### src/sv/spq_pkg.sv
// ----------------------------------------------------------------------------
// spq_pkg
// shared types, constants and codes of the sorted priority queue
// ----------------------------------------------------------------------------
package spq_pkg;

   localparam int CAPACITY = 64;
   localparam int CNT_W = $clog2(CAPACITY + 1);
   localparam int VALUE_W = 32;
   localparam int OUT_CNT_W = 7;

   typedef logic signed [VALUE_W-1:0] value_type;
   typedef logic [CNT_W-1:0] count_type;
   typedef logic [OUT_CNT_W-1:0] out_count_type;
   typedef logic [1:0] cmd_type;
   typedef logic [1:0] status_type;

   localparam cmd_type CMD_ENQUEUE = 2'd0;
   localparam cmd_type CMD_DEQUEUE = 2'd1;
   localparam cmd_type CMD_PEEK = 2'd2;

   localparam status_type ST_OK = 2'd0;
   localparam status_type ST_OVERFLOW = 2'd1;
   localparam status_type ST_UNDERFLOW = 2'd2;

   // broadcast to every cell of the row
   typedef struct packed {
      logic enq;
      logic deq;
      value_type value;
   } cell_ctl_type;

endpackage

### src/sv/spq_cell.sv
// ----------------------------------------------------------------------------
// spq_cell
// one slot of the sorted row: holds an entry, compares it with the new
// value and takes its own, the new or a neighbor's entry
// ----------------------------------------------------------------------------
module spq_cell (
   input  logic                   clock,
   input  spq_pkg::cell_ctl_type  ctl,
   input  logic                   occupied,
   input  spq_pkg::value_type     left_entry,
   input  logic                   left_ge,
   input  spq_pkg::value_type     right_entry,
   output spq_pkg::value_type     entry,
   output logic                   ge
);

   spq_pkg::value_type entry_ff;
   spq_pkg::value_type entry_in;

   // stored entry is not smaller than the new value
   assign ge = occupied && (entry_ff >= ctl.value);
   assign entry = entry_ff;

   always_comb begin
      entry_in = entry_ff;
      if (ctl.enq) begin
         if (ge) begin
            entry_in = entry_ff;
         end else if (left_ge) begin
            entry_in = ctl.value;
         end else begin
            entry_in = left_entry;
         end
      end else if (ctl.deq) begin
         entry_in = right_entry;
      end
   end

   always_ff @(posedge clock) begin
      entry_ff <= entry_in;
   end

endmodule

### config.mk
export PLATFORM = sky130hd
export DESIGN_NAME = spq_cell
export DESIGN_NICKNAME = d
export VERILOG_FILES = /design/src/sv/spq_pkg.sv /design/src/sv/spq_cell.sv
export SDC_FILE = /design/constraint.sdc
export NUM_CORES = 1
export LEC_CHECK = 0
export ABC_AREA = 1
export BUFFER_PORTS_ARGS = -buffer_cell sky130_fd_sc_hd__buf_2
export CORE_MARGIN = 1
export CORE_UTILIZATION = 41
export DETAILED_ROUTE_END_ITERATION = 8
export PLACE_DENSITY = 0.71
export SLEW_MARGIN = 20
export SYNTH_ARGS = -nofsm -noshare
export SYNTH_HDL_FRONTEND = slang
export SYNTH_SLANG_ARGS = --single-unit
### constraint.sdc
create_clock -name clock -period 4.35 [get_ports clock]
set_input_delay 0.6525 -clock clock [delete_from_list [all_inputs] [get_ports clock]]
set_output_delay 0.6525 -clock clock [all_outputs]
set_load 0.05 [all_outputs]
## Word level (Yosys, flattened, before mapping)

Cells that the tools add are included.

| word-level totals | value |
|---|---|
| output and inout bits | 33 |
| flip-flop bits (word level) | 32 |
| input port bits | 101 |

| operators by class | value |
|---|---|
| eq/ne operators | 1 |
| magnitude comparators | 1 |
| reductions and logical operators | 3 |
| multiplexer cells | 4 |

Operators by type and width:

| operator | number |
|---|---|
| two-way mux 32 bit | 4 |
| >= comparator 32 bit | 1 |
| != test 2 bit (second input constant) | 1 |
| AND reduction 2 bit | 1 |
| nonzero test 2 bit | 1 |
| logical AND 1 bit | 1 |

## Logic depth before layout (Yosys ltp)

| logic depth | value |
|---|---|
| word-level depth | 4 |
| depth in mapped cells | 18 |

## Worst setup path after synthesis

No wires, ideal clock.

| path | value |
|---|---|
| kind | register to register |
| start point | reg entry_ff[31] (netlist: entry[31]) |
| end point | reg entry_ff[0] (netlist: entry[0]), enable pin |
| data arrival time | 2.476 ns |
| buffers on the path | 0 |
| setup time | 0.389 ns |
| cell stages (with the launch flop) | 12 |
| slack | 1.484 ns |
| cell sequence | edfxtp_1 ha_1 nand2_1 nor2_2 nand2_2 nor4_4 nand2_1 nand3_1 nand3_1 nand2_1 nand2_1 nand2_1 |

| on the way | value |
|---|---|
| longest elaborated chain between the ends | 4 |

RTL lines:

| element | RTL line | text |
|---|---|---|
| start: declaration | spq_cell.sv:17 | `spq_pkg::value_type entry_ff;` |
| start signal: assignment | spq_cell.sv:40 | `entry_ff <= entry_in;` |
| >= comparator 32 bit | spq_cell.sv:21 | `assign ge = occupied && (entry_ff >= ctl.value);` |
| logical AND 1 bit | spq_cell.sv:21 |  |
| != test 2 bit (no line) | -- |  |
| AND reduction 2 bit (no line) | -- |  |

No other way between the ends.
A chain may end at the register's enable or synchronous reset.

## Worst setup path after layout

| path | value |
|---|---|
| start point | in ctl[11] (netlist name) |
| end point | out ge |

| on the way | value |
|---|---|
| longest elaborated chain between the ends | 2 |

RTL lines:

| element | RTL line | text |
|---|---|---|
| start: declaration | spq_cell.sv:8 | `input spq_pkg::cell_ctl_type ctl,` |
| >= comparator 32 bit | spq_cell.sv:21 |  |
| logical AND 1 bit | spq_cell.sv:21 |  |
| end: declaration | spq_cell.sv:14 | `output logic ge` |

No other way between the ends.

==> flow_metrics.env <==
export IMPL_status="finished clean"
export IMPL_syn_inst=319
export IMPL_grt_pass1_vias=2475
export IMPL_vias_per_cell=4.876
export IMPL_clock_sinks=32
export IMPL_port_buffers=133
export IMPL_finalHoldViolations=0
export IMPL_first_pass_iters=4
export IMPL_grt_max_degree=35
export IMPL_placed_cells=515
export IMPL_ys_warn_count=0
export IMPL_ys_seq_area_share_pct=38.67
export IMPL_start_kind="input port"
export IMPL_first_iter_violations=75
export IMPL_multiInputGateArea_um2=1320
export IMPL_pwr_share_clk_pct=25.7
export IMPL_setup_viol=0
export IMPL_drc=0
export IMPL_regArea_um2=960.9
export IMPL_synthToLayoutAreaGrowth_pct=33.74
export IMPL_final_cells=523
export IMPL_largest_reg_flops=32
export IMPL_vias=2550
export IMPL_antenna_cells_inserted=0
export IMPL_grt_first_pass_wirelength_um=10870
export IMPL_endpoint_kind="primary output"
export IMPL_fin_tns_setup_ps=0
export IMPL_skew_ps=2.676
export IMPL_ys_flop_type="edfxtp_1"
export IMPL_drtAntennaViolNets=0
export IMPL_min_period_over_period_pct=67.36
export IMPL_yosysMostFrequentCell="nand2_1"
export IMPL_leakagePower_nw=1.761
export IMPL_synth_common_cells="66 x nand2_1, 53 x o21ai_0, 42 x inv_1"
export IMPL_groute_usage_overall_pct=21.82
export IMPL_cp_slowest_cell="ha_1"
export IMPL_path_max_fanout=3
export IMPL_cts_resized=0
export IMPL_synth_top_area_share_pct=38.67
export IMPL_worst_path_most_repeated_cell="nand2_1"
export IMPL_switching_share_pct=37.13
export IMPL_combinationalPowerShare_pct=36.8
export IMPL_synth_area_per_cell_um2=7.790
export IMPL_synth_net_count=452
export IMPL_dp_hpwl_um=4971
export IMPL_cap_violations=0
export IMPL_postCtsSetupBuffers=0
export IMPL_place_gp_congestion=0.7575
export IMPL_cp_cell_sequence="buf_2 -> inv_1 -> ha_1 -> nand4_1 -> nor3_1 -> nand2_1 -> nand2_1 -> nand2_1 -> nand2_1 -> nand2_1 -> nand3_1 -> nand2_1 -> inv_1 -> buf_2"
export IMPL_relSlewSlack_pct=29.29
export IMPL_report_final_slew_viol_count=0
export IMPL_num_rows=27
export IMPL_hp_class="input port to flip-flop"
export IMPL_ir_drop_mv=0.1825
export IMPL_clk_path_buf_depth=2
export IMPL_synth_seq_cells=32
export IMPL_synth_top_area_cell="edfxtp_1"
export IMPL_path_clk_slew_ps=70
export IMPL_cp_data_arrival_time_ps=2280
export IMPL_fmax_mhz=341.3
export IMPL_overflow=0
export IMPL_synth_cell_types=21
export IMPL_core_area_um2=5675
export IMPL_io_pins=134
export IMPL_initial_core_util_pct=43.78
export IMPL_post_route_min_period_ps=2930
export IMPL_synth_async_sr_flop_share_pct=0
export IMPL_syn_area_um2=2485
export IMPL_synth_edf_count=32
export IMPL_worstPathRequired_ps=3700
export IMPL_die_area_um2=6376
export IMPL_cpPeakStageDelay_ps=320
export IMPL_drt_wirelength_per_cell_um=12.65
export IMPL_rsz0062_at_grt="no"
export IMPL_cts_tree="yes"
export IMPL_tightest_slew_ps=1059
export IMPL_die_x_um=79.85
export IMPL_hold_buffers=0
export IMPL_drive_gt1_share_pct=33.26
export IMPL_die_h_um=79.85
export IMPL_fill_cells=558
export IMPL_antenna_found_initial=0
export IMPL_p_seq_share_pct=37.5
export IMPL_internal_power_uw=678.7
export IMPL_ctsRootBufferMaster="clkbuf_8"
export IMPL_worst_skew_pair_late_latency_ps=280
export IMPL_ctsHtreeMaxLevel=2
export IMPL_numCtsBuffers=5
export IMPL_synth_area_leaders="edfxtp_1 39%, ha_1 16%, o21ai_0 11%"
export IMPL_critPathKind="input port to primary output"
export IMPL_power_switching_uw=400.9
export IMPL_power_density_nw_per_um2=324.9
export IMPL_final_nets=583
export IMPL_routed_wl_um=6614
[power by group through the flow]
stage	clock network (mW)	registers [mW]	logic (mW)
finish	0.278	0.405	0.397
global route	0.298	0.410	0.442
CTS	0.287	0.405	0.402
detailed placement	0	0.411	0.399
global placement	0	0.410	0.393
floorplan	0	0.532	0.153
[cells by family (layout without fill, tap and decap cells)]
logic type | Yosys count | after routing | share of synthesized area [%]
buffers and inverters | 54 | 186 | 8.207
AND/OR/NAND/NOR | 116 | 116 | 19.13
AO/OA/AOI/OAI | 85 | 85 | 17.88
flip-flops | 32 | 32 | 38.67
adder cells (fa/ha/maj) | 32 | 32 | 16.11
[cells in the final DEF, fill, tap and decap left out, types with 3 or more instances in the layout]
cell type / count
o21ai_1: 14
clkbuf_8: 5
edfxtp_1: 32
buf_4: 3
buf_2: 133
a21oi_1: 12
nand2_1: 66
o21ai_0: 53
ha_1: 32
nor2_1: 38
nand3_1: 3
nand4_1: 3
inv_1: 42
[worst max-delay path: cells and delay by family]
family,cells,cell delay (ps)
AND/OR/NAND/NOR,9,870
buffers and inverters,4,430
adder cells (fa/ha/maj),1,320
[layout make-up]
type | instances | share of cell area, %
clock inverter | 3 | 1.130
multi-input combinational | 233 | 39.72
clock buffer | 5 | 2.071
sequential | 32 | 28.92
tap | 72 | 2.711
timing repair buffer | 136 | 20.71
inverter | 42 | 4.744
[final timing paths]
| path | startpoint | end | slack (ps) | depth (start not counted) |
|---|---|---|---|---|
| worst max-delay path | ctl[11] | ge | 1420 | 14 |
| worst min-delay path | right_entry[17] | entry[17] | 650 | 3 |
| worst max register to register | entry[15] | entry[14] | 1870 | 12 |
| worst min register to register | entry[31] | entry[1] | 1320 | 7 |
[metal layers]
layer,track usage (%),wire (µm)
met1,26.12,2907
met4,6.071,61
met3,3.657,330
met5,0,0
met2,39.83,3314
[per-stage QoR]
stage | utilization (%) | power, mW | instance area, µm² | setup slack, ps | hold slack [ps]
4_1_cts | 58.55 | 1.094 | 3323 | 1407 | 641.3
2_1_floorplan | - | 0.6857 | 2485 | 1485 | 843.7
6_report | 58.55 | 1.080 | 3323 | 1420 | 652.6
5_1_grt | 58.55 | 1.150 | 3323 | 1273 | 652.4
3_5_place_dp | 56.68 | 0.8109 | 3217 | 1432 | 938.9
3_3_place_gp | 56.68 | 0.8021 | 3217 | 1447 | 932.2
(Power assumes the default switching activity.)
